### src/rtl/cmqp_pkg.sv
// cmqp_pkg: shared types, constants and helpers for the charset map encoder.
// No dependencies; used by cmqp_store, cmqp_seq and charset_map_qp_encoder.
package cmqp_pkg;

    localparam int ENTRY_LEN_DEF = 4;
    localparam int ENTRY_COUNT   = 128;

    localparam logic [7:0] ESC_CHAR = 8'h3D;

    typedef enum logic [2:0] {
        S_CLEAR,
        S_IDLE,
        S_FETCH,
        S_ADV,
        S_EMIT,
        S_NODATA
    } t_state;

    typedef struct packed {
        logic       en;
        logic [6:0] index;
        logic [1:0] pos;
        logic [7:0] data;
    } t_wr_req;

    function automatic logic [7:0] hex_digit(input logic [3:0] v);
        logic [7:0] r;
        if (v < 4'd10) begin
            r = 8'h30 + {4'b0, v};
        end else begin
            r = 8'h37 + {4'b0, v};
        end
        return r;
    endfunction

endpackage

### src/rtl/cmqp_store.sv
// cmqp_store: translation table memory, one byte per word, one read and one write port.
// Sweeps zeros through every word after reset. Depends on cmqp_pkg.
module cmqp_store #(
    parameter int ENTRY_LEN = cmqp_pkg::ENTRY_LEN_DEF,
    parameter int CNT_W     = $clog2(ENTRY_LEN + 1)
) (
    input  logic              i_clk,
    input  logic              i_rst_n,
    input  cmqp_pkg::t_wr_req i_wr,
    input  logic              i_rd_en,
    input  logic [6:0]        i_rd_index,
    input  logic [CNT_W-1:0]  i_rd_pos,
    output logic [7:0]        o_rd_data,
    output logic              o_ready
);

    localparam int DEPTH  = cmqp_pkg::ENTRY_COUNT * ENTRY_LEN;
    localparam int ADDR_W = $clog2(DEPTH);
    localparam logic [ADDR_W-1:0] LAST_ADDR = ADDR_W'(DEPTH - 1);

    logic [7:0]        mem [DEPTH];
    logic [ADDR_W-1:0] r_clr_addr;
    logic              r_clearing;
    logic [7:0]        r_rd_data;

    logic [ADDR_W-1:0] wr_addr;
    logic [ADDR_W-1:0] rd_addr;
    logic              wr_ok;

    assign wr_addr = ADDR_W'(i_wr.index) * ADDR_W'(ENTRY_LEN) + ADDR_W'(i_wr.pos);
    assign rd_addr = ADDR_W'(i_rd_index) * ADDR_W'(ENTRY_LEN) + ADDR_W'(i_rd_pos);
    assign wr_ok   = i_wr.en && (32'(i_wr.pos) < 32'(ENTRY_LEN));

    always_ff @(posedge i_clk) begin
        if (!i_rst_n) begin
            r_clearing <= 1'b1;
            r_clr_addr <= '0;
        end else if (r_clearing) begin
            r_clr_addr <= r_clr_addr + 1'b1;
            if (r_clr_addr == LAST_ADDR) begin
                r_clearing <= 1'b0;
            end
        end
    end

    always_ff @(posedge i_clk) begin
        if (r_clearing) begin
            mem[r_clr_addr] <= 8'h00;
        end else if (wr_ok) begin
            mem[wr_addr] <= i_wr.data;
        end
    end

    always_ff @(posedge i_clk) begin
        if (i_rd_en) begin
            r_rd_data <= mem[rd_addr];
        end
    end

    assign o_rd_data = r_rd_data;
    assign o_ready   = !r_clearing;

endmodule

### config.mk
export PLATFORM = sky130hd
export DESIGN_NAME = cmqp_store
export DESIGN_NICKNAME = d
export VERILOG_FILES = /design/src/rtl/cmqp_pkg.sv /design/src/rtl/cmqp_store.sv
export SDC_FILE = /design/constraint.sdc
export NUM_CORES = 2
export LEC_CHECK = 0
export ABC_AREA = 1
export BUFFER_PORTS_ARGS = -buffer_cell sky130_fd_sc_hd__buf_2
export CELL_PAD_IN_SITES_DETAIL_PLACEMENT = 0
export CELL_PAD_IN_SITES_GLOBAL_PLACEMENT = 1
export CORE_ASPECT_RATIO = 1.75
export CORE_MARGIN = 10
export CORE_UTILIZATION = 55
export CTS_BUF_LIST = sky130_fd_sc_hd__clkbuf_4
export CTS_CLUSTER_SIZE = 25
export DETAILED_ROUTE_END_ITERATION = 7
export PLACE_DENSITY = 0.83
export SLEW_MARGIN = 25
export SYNTH_ARGS = -nofsm -noshare
export SYNTH_HDL_FRONTEND = slang
export SYNTH_SLANG_ARGS = --single-unit
### constraint.sdc
create_clock -name i_clk -period 36.6 [get_ports i_clk]
set_input_delay 3.66 -clock i_clk [delete_from_list [all_inputs] [get_ports i_clk]]
set_output_delay 3.66 -clock i_clk [all_outputs]
set_load 0.01 [all_outputs]
==> results.cfg <==
[outcome]
status = completed

[pwr]
max-vdd-ir-drop_v = 0.0000454
p_int_uw = 6940
p_sw_share_pct = 24.2
p_total_uw = 9160
pwr-share-comb_pct = 7.3
pwr-share-clk_pct = 36.9
p_per_area_nw_per_um2 = 50.8
power_leakage_uw = 0.0613
pwr-share-seq_pct = 55.7
p_sw_uw = 2220

[logic_synthesis]
syn_avg_cell_area_sq_um = 11.9
syn-num-nets = 14000
synth_edf_count = 4104
syn_area_sq_um = 166000
synth_seq_cells = 4114
async_reset_ff_share_pct = 0
postSynthCellCount = 14000
yosysWarnings = 0
ys_seq_area_share_pct = 74.2
synth_cell_types = 24
post-synth-top-area-cell = edfxtp_1
synth_area_leaders = edfxtp_1 74%, nand3_1 12%, nand2_1 9.4%
synth-main-ff-cell = edfxtp_1
yosys.area.top_type_share_pct = 74.1

[timing]
post-route-period-util_pct = 22.4
slew_violations = 0
tns_ns = 0
tightest_slew_ns = 1.13
rsz0062_at_grt = false
hold_violations = 0
fin_skew_ns = 0.126
fin_crit_ns = 8.18
relSlewSlack_pct = 24.9
setup-violations-final = 0
fmax_mhz = 122
worst_slack_ns = 28.42

[clocking]
htree_levels = 6
hold_buffers = 0
cts_buffers = 861
ctsLongestPathBuffers = 4
postCtsSetupBuffers = 0
path_clk_slew_ns = 0.07
cts_resized = 0
cts_tree = built
cts_sinks = 4114
clock_latency_ns = 1.49
clockRootBuffer = clkbuf_4

[final_layout]
drive_above_1_share_pct = 10.7
fillers = 24100
fin_nets = 14100
final_cell_mix = 4154 x nand2_1, 4104 x edfxtp_1, 4083 x nand3_1
fin_cells = 18800
final_common_cell = nand2_1
finalInstanceArea_sq_um = 180000
area_growth_pct = 8.33

[grt]
grt_pass1_vias = 110000
grt_pass1_wl_mm = 689
antenna_found_initial = 18
grt_overflow = 0
grt_max_degree = 190
grt_usage_pct = 27.9

[route]
via_count = 112000
route.detailed.drc = 0
wl_per_cell_um = 24.9
drtAntennaViolNets = 0
drt_iter0_markers = 12200
dr.pass1.iters = 8
viasPerCell = 5.96
routed_wl_mm = 467

[floorplanning]
dieArea_sq_um = 326000
die_h_um = 747
ios = 40
core.rowCount = 267
core_area_sq_um = 302000
start_util_pct = 55.1
fp.dieW_um = 436

[place]
dp_hpwl_mm = 263
pre_cts_slack_ns = 27.17
port-buffer-count = 39
dpl_cell_area_sq_um = 169000
placed_cells = 17200
gp_congestion = 0.890

[setup_path]
criticalPathCategory = in -> reg
critPathLaunchType = input pin
critPathRequiredTime_ns = 37.89
cp.arrival_ns = 9.47
r2r_slack_ns = 31.30
critPathCaptureType = flop
critPathMaxFanout = 155

[job]
maxCapViolations = 0

[min_path]
hold_class = reg -> reg
[stage by stage]
stage	util (%)	hold slack, ns
after floorplan	-	0.448
after global placement	56.1	0.461
after detailed placement	56.1	0.469
after CTS	59.7	0.478
after global routing	59.7	0.507
final	59.7	0.472
[path summary, 6_finish.rpt]
check	start	to	cells past startpoint
setup / recovery	i_rd_pos[0]	o_rd_data[1]$_DFFE_PP_	15
hold / removal	r_clr_addr[8]$_SDFFE_PN0P_	r_clr_addr[8]$_SDFFE_PN0P_	2
setup reg to reg	r_clearing$_SDFF_PN1_	mem[267][7]$_DFFE_PP_	8
hold reg to reg	r_clr_addr[8]$_SDFFE_PN0P_	r_clr_addr[8]$_SDFFE_PN0P_	2
[sequential cells by signal, indices dropped and copies added (netlist names)]
signal / cells
r_clr_addr: 9
mem: 4096
r_clearing: 1
o_rd_data: 8
[critical path: stages]
cell and delay (ns):
buf_12 0.45, buf_4 0.59, buf_4 0.75, buf_12 0.59, buf_4 0.87, nand2_1 0.13
nand3_1 0.17, nand3_1 0.09, nand3_1 0.14, nand3_1 0.36, nand3_1 0.43, nand3_1 0.19
nand3_1 0.18, nand3_1 0.25, nand2_1 0.14
[power by group through the flow]
stage                     combinational [uW]  sequential [uW]  clock, uW
after floorplan                          407             5210          0
after global placement                   654             5210          0
after detailed placement                 661             5210          0
after CTS                                663             5100       3430
after global routing                     717             5100       3650
final                                    672             5100       3380
[kinds of logic after synthesis]
group	share of synthesized area, %
compound gates	0.0715
xor+xnor	0.0263
fa+ha+maj	0.0301
buf+inv	2.68
flops	74.2
simple gates	23.0
[synth_stat cells (10+ instances only)]
master and n:
nand2_1 4170, edfxtp_1 4104, nand3_1 4083, nor2_1 538
clkbuf_1 430, buf_2 409, buf_1 116, inv_1 33
buf_4 28, dfxtp_1 10
[routing by layer]
metal	vias up	part of all wire, %	track usage, %
li1	50500	-	-
met1	54300	35	32.5
met2	5718	50	47.7
met3	1337	8.0	4.31
met4	10	7.2	18.6
met5	-	0.013	0
[final cells by class]
type | count | area [sq um] | share of cell area [%]
Sequential cell | 4114 | 123000 | 68.5
Multi-Input combinational cell | 8840 | 38700 | 21.5
Clock buffer | 1223 | 9180 | 5.10
Tap cell | 4035 | 5050 | 2.80
Timing Repair Buffer | 211 | 1920 | 1.07
Clock inverter | 286 | 1660 | 0.920
Inverter | 40 | 185 | 0.103
Antenna cell | 14 | 35.0 | 0.0194
Note: power is estimated with default switching activity, not from simulation.
