## config.mk

```make
export PLATFORM = sky130hd
export DESIGN_NAME = cmqp_seq
export DESIGN_NICKNAME = d
export VERILOG_FILES = /design/src/rtl/cmqp_pkg.sv /design/src/rtl/cmqp_seq.sv
export SDC_FILE = /design/constraint.sdc
export NUM_CORES = 1
export LEC_CHECK = 0
export ABC_AREA = 1
export BUFFER_PORTS_ARGS = -buffer_cell sky130_fd_sc_hd__clkbuf_2
export CAP_MARGIN = 20
export CORE_MARGIN = 5
export CORE_UTILIZATION = 35
export CTS_CLUSTER_DIAMETER = 60
export DETAILED_ROUTE_END_ITERATION = 6
export PLACE_DENSITY_LB_ADDON = 0.15
export SYNTH_ARGS = -nofsm -noshare
export SYNTH_HDL_FRONTEND = slang
export SYNTH_SLANG_ARGS = --single-unit
```

## constraint.sdc

```tcl
create_clock -name i_clk -period 2.7 [get_ports i_clk]
set_input_delay 0.405 -clock i_clk [delete_from_list [all_inputs] [get_ports i_clk]]
set_output_delay 0.405 -clock i_clk [all_outputs]
set_load 0.05 [all_outputs]
```

## src/rtl/cmqp_pkg.sv

```systemverilog
// cmqp_pkg: shared types, constants and helpers for the charset map encoder.
// No dependencies; used by cmqp_store, cmqp_seq and charset_map_qp_encoder.
package cmqp_pkg;

    localparam int ENTRY_LEN_DEF = 4;
    localparam int ENTRY_COUNT   = 128;

    localparam logic [7:0] ESC_CHAR = 8'h3D;

    typedef enum logic [2:0] {
        S_CLEAR,
        S_IDLE,
        S_FETCH,
        S_ADV,
        S_EMIT,
        S_NODATA
    } t_state;

    typedef struct packed {
        logic       en;
        logic [6:0] index;
        logic [1:0] pos;
        logic [7:0] data;
    } t_wr_req;

    function automatic logic [7:0] hex_digit(input logic [3:0] v);
        logic [7:0] r;
        if (v < 4'd10) begin
            r = 8'h30 + {4'b0, v};
        end else begin
            r = 8'h37 + {4'b0, v};
        end
        return r;
    endfunction

endpackage

```

## src/rtl/cmqp_seq.sv

```systemverilog
// cmqp_seq: item control, table walk, escape expansion and output register.
// Drives the cmqp_store ports. Depends on cmqp_pkg.
module cmqp_seq #(
    parameter int ENTRY_LEN = cmqp_pkg::ENTRY_LEN_DEF,
    parameter int CNT_W     = $clog2(ENTRY_LEN + 1)
) (
    input  logic              i_clk,
    input  logic              i_rst_n,
    input  logic              i_cfg_we,
    input  logic              i_cfg_wdata,
    input  logic              i_in_valid,
    output logic              o_in_stall,
    input  logic              i_opcode,
    input  logic [7:0]        i_char_code,
    input  logic              i_qp_enable,
    input  logic [6:0]        i_entry_index,
    input  logic [1:0]        i_entry_pos,
    input  logic [7:0]        i_entry_byte,
    output logic              o_out_valid,
    input  logic              i_out_stall,
    output logic [7:0]        o_out_byte,
    output logic              o_last,
    output logic              o_no_data,
    input  logic              i_store_ready,
    output cmqp_pkg::t_wr_req o_wr,
    output logic              o_rd_en,
    output logic [6:0]        o_rd_index,
    output logic [CNT_W-1:0]  o_rd_pos,
    input  logic [7:0]        i_rd_data
);

    localparam logic [CNT_W-1:0] POS_LAST = CNT_W'(ENTRY_LEN - 1);

    cmqp_pkg::t_state r_state, n_state;

    logic             r_table_active;
    logic [6:0]       r_char, n_char;
    logic             r_qp, n_qp;
    logic [CNT_W-1:0] r_pos, n_pos;
    logic [7:0]       r_pend, n_pend;
    logic             r_pend_v, n_pend_v;
    logic [7:0]       r_byte, n_byte;
    logic             r_last, n_last;
    logic [1:0]       r_phase, n_phase;
    logic             r_out_valid, n_out_valid;
    logic [7:0]       r_out_byte, n_out_byte;
    logic             r_out_last, n_out_last;
    logic             r_out_nodata, n_out_nodata;

    logic accept;
    logic map_tbl;
    logic out_free;
    logic esc_need;
    logic emit_done;
    logic pos_end;
    logic rd_zero;

    assign accept    = i_in_valid && (r_state == cmqp_pkg::S_IDLE);
    assign map_tbl   = r_table_active && i_char_code[7];
    assign out_free  = !r_out_valid || !i_out_stall;
    assign esc_need  = r_qp && ((r_byte == cmqp_pkg::ESC_CHAR) || r_byte[7]);
    assign emit_done = (r_state == cmqp_pkg::S_EMIT) && out_free
                       && ((r_phase == 2'd2) || ((r_phase == 2'd0) && !esc_need));
    assign pos_end   = (r_pos == POS_LAST);
    assign rd_zero   = (i_rd_data == 8'h00);

    always_comb begin
        n_state = r_state;
        case (r_state)
            cmqp_pkg::S_CLEAR: begin
                if (i_store_ready) begin
                    n_state = cmqp_pkg::S_IDLE;
                end
            end
            cmqp_pkg::S_IDLE: begin
                if (accept && !i_opcode) begin
                    if (map_tbl) begin
                        n_state = cmqp_pkg::S_FETCH;
                    end else if (i_char_code != 8'h00) begin
                        n_state = cmqp_pkg::S_EMIT;
                    end else begin
                        n_state = cmqp_pkg::S_NODATA;
                    end
                end
            end
            cmqp_pkg::S_FETCH: begin
                if (r_pend_v) begin
                    n_state = cmqp_pkg::S_EMIT;
                end else if (rd_zero) begin
                    n_state = cmqp_pkg::S_NODATA;
                end else begin
                    n_state = cmqp_pkg::S_ADV;
                end
            end
            cmqp_pkg::S_ADV: begin
                n_state = pos_end ? cmqp_pkg::S_EMIT : cmqp_pkg::S_FETCH;
            end
            cmqp_pkg::S_EMIT: begin
                if (emit_done) begin
                    n_state = r_last ? cmqp_pkg::S_IDLE : cmqp_pkg::S_ADV;
                end
            end
            cmqp_pkg::S_NODATA: begin
                if (out_free) begin
                    n_state = cmqp_pkg::S_IDLE;
                end
            end
            default: begin
                n_state = cmqp_pkg::S_IDLE;
            end
        endcase
    end

    always_comb begin
        n_char       = r_char;
        n_qp         = r_qp;
        n_pos        = r_pos;
        n_pend       = r_pend;
        n_pend_v     = r_pend_v;
        n_byte       = r_byte;
        n_last       = r_last;
        n_phase      = r_phase;
        n_out_valid  = r_out_valid && i_out_stall;
        n_out_byte   = r_out_byte;
        n_out_last   = r_out_last;
        n_out_nodata = r_out_nodata;
        case (r_state)
            cmqp_pkg::S_IDLE: begin
                if (accept && !i_opcode) begin
                    n_char   = i_char_code[6:0];
                    n_qp     = i_qp_enable;
                    n_pos    = '0;
                    n_pend_v = 1'b0;
                    n_phase  = 2'd0;
                    n_byte   = i_char_code;
                    n_last   = 1'b1;
                end
            end
            cmqp_pkg::S_FETCH: begin
                n_phase = 2'd0;
                if (rd_zero) begin
                    n_byte = r_pend;
                    n_last = 1'b1;
                end else if (r_pend_v) begin
                    n_byte = r_pend;
                    n_last = 1'b0;
                    n_pend = i_rd_data;
                end else begin
                    n_pend   = i_rd_data;
                    n_pend_v = 1'b1;
                end
            end
            cmqp_pkg::S_ADV: begin
                if (pos_end) begin
                    n_byte  = r_pend;
                    n_last  = 1'b1;
                    n_phase = 2'd0;
                end else begin
                    n_pos = r_pos + 1'b1;
                end
            end
            cmqp_pkg::S_EMIT: begin
                if (out_free) begin
                    n_out_valid  = 1'b1;
                    n_out_nodata = 1'b0;
                    case (r_phase)
                        2'd0: begin
                            if (esc_need) begin
                                n_out_byte = cmqp_pkg::ESC_CHAR;
                                n_out_last = 1'b0;
                                n_phase    = 2'd1;
                            end else begin
                                n_out_byte = r_byte;
                                n_out_last = r_last;
                            end
                        end
                        2'd1: begin
                            n_out_byte = cmqp_pkg::hex_digit(r_byte[7:4]);
                            n_out_last = 1'b0;
                            n_phase    = 2'd2;
                        end
                        default: begin
                            n_out_byte = cmqp_pkg::hex_digit(r_byte[3:0]);
                            n_out_last = r_last;
                            n_phase    = 2'd0;
                        end
                    endcase
                end
            end
            cmqp_pkg::S_NODATA: begin
                if (out_free) begin
                    n_out_valid  = 1'b1;
                    n_out_byte   = 8'h00;
                    n_out_last   = 1'b1;
                    n_out_nodata = 1'b1;
                end
            end
            default: begin
            end
        endcase
    end

    always_ff @(posedge i_clk) begin
        if (!i_rst_n) begin
            r_state        <= cmqp_pkg::S_CLEAR;
            r_table_active <= 1'b0;
            r_pos          <= '0;
            r_pend_v       <= 1'b0;
            r_last         <= 1'b0;
            r_phase        <= 2'd0;
            r_out_valid    <= 1'b0;
        end else begin
            r_state     <= n_state;
            r_pos       <= n_pos;
            r_pend_v    <= n_pend_v;
            r_last      <= n_last;
            r_phase     <= n_phase;
            r_out_valid <= n_out_valid;
            if (i_cfg_we) begin
                r_table_active <= i_cfg_wdata;
            end
        end
    end

    always_ff @(posedge i_clk) begin
        r_char       <= n_char;
        r_qp         <= n_qp;
        r_pend       <= n_pend;
        r_byte       <= n_byte;
        r_out_byte   <= n_out_byte;
        r_out_last   <= n_out_last;
        r_out_nodata <= n_out_nodata;
    end

    assign o_in_stall = (r_state != cmqp_pkg::S_IDLE);

    assign o_wr.en    = accept && i_opcode;
    assign o_wr.index = i_entry_index;
    assign o_wr.pos   = i_entry_pos;
    assign o_wr.data  = i_entry_byte;

    assign o_rd_en    = (accept && !i_opcode && map_tbl)
                        || ((r_state == cmqp_pkg::S_ADV) && !pos_end);
    assign o_rd_index = (r_state == cmqp_pkg::S_IDLE) ? i_char_code[6:0] : r_char;
    assign o_rd_pos   = (r_state == cmqp_pkg::S_IDLE) ? '0 : CNT_W'(r_pos + 1'b1);

    assign o_out_valid = r_out_valid;
    assign o_out_byte  = r_out_byte;
    assign o_last      = r_out_last;
    assign o_no_data   = r_out_nodata;

endmodule

```

==> flow_summary.json <==
{
  "syn2layout_area_growth_pct": 13.5,
  "drv_slew": 0,
  "clk_path_buf_depth": 2,
  "place.gp.congestion": 0.855,
  "p_per_area_mw_per_mm2": 1020,
  "via_count": 2010,
  "grt-busiest-layer": "met2",
  "final_layout_size_suffix_gt1_share_pct": 24.3,
  "grt_pass1_wl_mm": 9.08,
  "layout.nets": 384,
  "setup_viol": 0,
  "p_switching_w": 0.00141,
  "yosysUniqueCellTypes": 30,
  "crit_required_ps": 2300,
  "maxSlewHeadroom_pct": 72.1,
  "irDropWorstVdd_mv": 0.491,
  "period_share_pct": 81.1,
  "clkSinkCount": 46,
  "synthTopCellsByArea": "edfxtp_1 (40%), nand2_1 (10%), dfxtp_1 (9.4%), buf_4 (5.6%), inv_1 (5.4%)",
  "grt-ovfl-total": 0,
  "synth_warnings": 0,
  "die_x_um": 95.4,
  "hold_violations": 0,
  "drv_cap": 0,
  "syn-num-nets": 347,
  "crit_fanout": 21,
  "netlist_area_mm2": 0.00255,
  "postRouteWirelength_mm": 5.47,
  "totalPowerFinal_w": 0.00294,
  "dpl_cell_area_mm2": 0.00280,
  "io_pins": 83,
  "worstMarginPinSlew_ps": 418,
  "hp-class": "in2reg",
  "tritoncts": "done",
  "antenna_left": 0,
  "use_met3_pct": 3.87,
  "final_area_mm2": 0.00290,
  "synth-seq-cells": 46,
  "swShare_pct": 48.0,
  "worst-setup-path-type": "reg2out",
  "clkLatencyLatePin_ps": 310,
  "cts_buffers": 5,
  "yosys_most_used_dff": "edfxtp_1",
  "num_rows": 31,
  "start_kind": "flip-flop",
  "status": "complete, no violations",
  "leakage_nw": 1.25,
  "globalRouteTotalUtil_pct": 13.0,
  "post_drt_wl_per_cell_um": 12.5,
  "power_frac_clock_pct": 15.5,
  "use_met2_pct": 19.6,
  "grtUsageMet1_pct": 17.5,
  "power_frac_comb_pct": 47.8,
  "dp.cells": 428,
  "fin_setup_tns_ps": 0,
  "final_cell_count_no_fill": 436,
  "synth_compound_area_share_pct": 12.7,
  "avgSynthCellArea_um2": 8.54,
  "clk_pin_slew_ps": 90,
  "synth-edff-count": 34,
  "yosysTopAreaCell": "edfxtp_1",
  "fin_crit_ps": 2190,
  "n_antenna_cell": 0,
  "synth_top_family_by_area": "simple AND/OR/NAND/NOR gates",
  "port_buffers": 48,
  "synth_xor_area_share_pct": 0.343,
  "drc": 0,
  "synth_cells": 299,
  "grt_max_degree": 22,
  "drtIter0Drc": 51,
  "start_util_pct": 35.6,
  "arrival_ps": 1780,
  "cts_max_level": 2,
  "clock_skew_ps": 7.81,
  "seq_power_share_pct": 36.7,
  "synth_async_sr_flop_share_pct": 0,
  "antenna_found_initial": 0,
  "grt_pass1_vias": 1917,
  "post-cts-setup-buffer-count": 0,
  "yosysSeqAreaShare_pct": 49.4,
  "hold_ws_ps": 274,
  "cts_resized": 0,
  "root_buffer": "clkbuf_8",
  "die_y_um": 95.4,
  "yosys.area_share.simple_pct": 22.5,
  "synth-adder-area-share_pct": 2.94,
  "dr.pass1.iters": 4,
  "hold_buffers": 0,
  "fp.coreArea_mm2": 0.00718,
  "rsz0062_at_grt": "no",
  "dieArea_mm2": 0.00910,
  "p_int_w": 0.00153,
  "synth_top_area_share_pct": 40.0,
  "viasPerCell": 4.61,
  "place_hpwl_mm": 4.36,
  "crit_path_end_kind": "output pin",
  "max_freq_mhz": 457,
  "muxShareOfSynthArea_pct": 0
}
[cells in the final DEF (no fill, tap or decap), types with 5 or more instances in the layout]
| cell | instances |
|---|---|
| inv_1 | 37 |
| edfxtp_1 | 34 |
| clkbuf_8 | 5 |
| nor2_2 | 6 |
| ha_1 | 6 |
| nand2_1 | 68 |
| dfxtp_1 | 12 |
| nor2_1 | 21 |
| nand3_1 | 12 |
| o21ai_0 | 24 |
| clkbuf_2 | 47 |
| a21oi_1 | 21 |
| inv_2 | 5 |
[metrics by stage]
stage	worst slack [ps]	util [%]
after floorplan	112	-
after global placement	882	39.1
after detailed placement	864	39.1
after CTS	488	40.4
after global routing	355	40.4
final	510	40.4
[worst max-delay path, stage by stage (launching register included)]
cell	delay, ps
dfxtp_1	550
inv_2	110
nand3_2	90
buf_4	240
nand2_1	60
o21ai_0	100
clkbuf_2	320
[sequential cells by signal (all words and copies together) (netlist names)]
register and flops:
o_last 1, o_no_data 1, o_out_byte 8, o_out_valid 1, r_byte 8, r_char 7, r_last 1, r_pend 8
r_pend_v 1, r_phase 2, r_pos 3, r_qp 1, r_state 3, r_table_active 1
[final cells by class]
class,instances,area [µm²]
fill,781,4280
sequential,46,1260
multi-input combinational,190,982
timing repair buffer,51,278
inverter,42,158
tap,99,124
clock buffer,5,68.8
clock inverter,3,26.3
[synthesized netlist by cell type (2+ instances only)]
library cell and instances:
o21ai_0 25, edfxtp_1 34, a31oi_1 3, a21oi_1 21, ha_1 6, o211ai_1 2, nand3_1 12, inv_2 5
nand3_2 4, nor2_4 2, nor2_1 21, nor3_1 4, nand2_2 3, dfxtp_1 12, nand2_1 68, nand4_1 3
o21bai_1 2, nor2_2 6, buf_4 19, inv_1 37
[final timing paths]
kind | cells past startpoint | endpoint | start | slack [ps]
max | 6 | o_rd_index[3] | r_state[2]$_SDFFE_PN0P_ | 510
min | 2 | r_table_active$_SDFFE_PN0P_ | i_cfg_we | 270
max reg2reg | 7 | r_byte[5]$_DFFE_PP_ | r_state[2]$_SDFFE_PN0P_ | 960
min reg2reg | 2 | r_pos[1]$_SDFFE_PN0P_ | r_pos[1]$_SDFFE_PN0P_ | 470
[power by group through the flow]
stage / clock network, W / logic, W / registers (W)
floorplan: 0 / 0.000993 / 0.00126
global placement: 0 / 0.00141 / 0.00109
detailed placement: 0 / 0.00141 / 0.00110
CTS: 0.000481 / 0.00142 / 0.00108
global route: 0.000510 / 0.00156 / 0.00110
finish: 0.000456 / 0.00140 / 0.00108
[layer usage]
layer | up-vias | part of all wire, %
met5 | - | 0
met4 | 0 | 1.8
met3 | 10 | 6.6
met2 | 60 | 43
met1 | 892 | 48
li1 | 1048 | -
[logic make-up after synthesis]
logic type      after synthesis
simple gates                125
buf+inv                      63
compound gates               58
flops                        46
fa+ha+maj                     6
xor+xnor                      1
(Power assumes the default switching activity.)
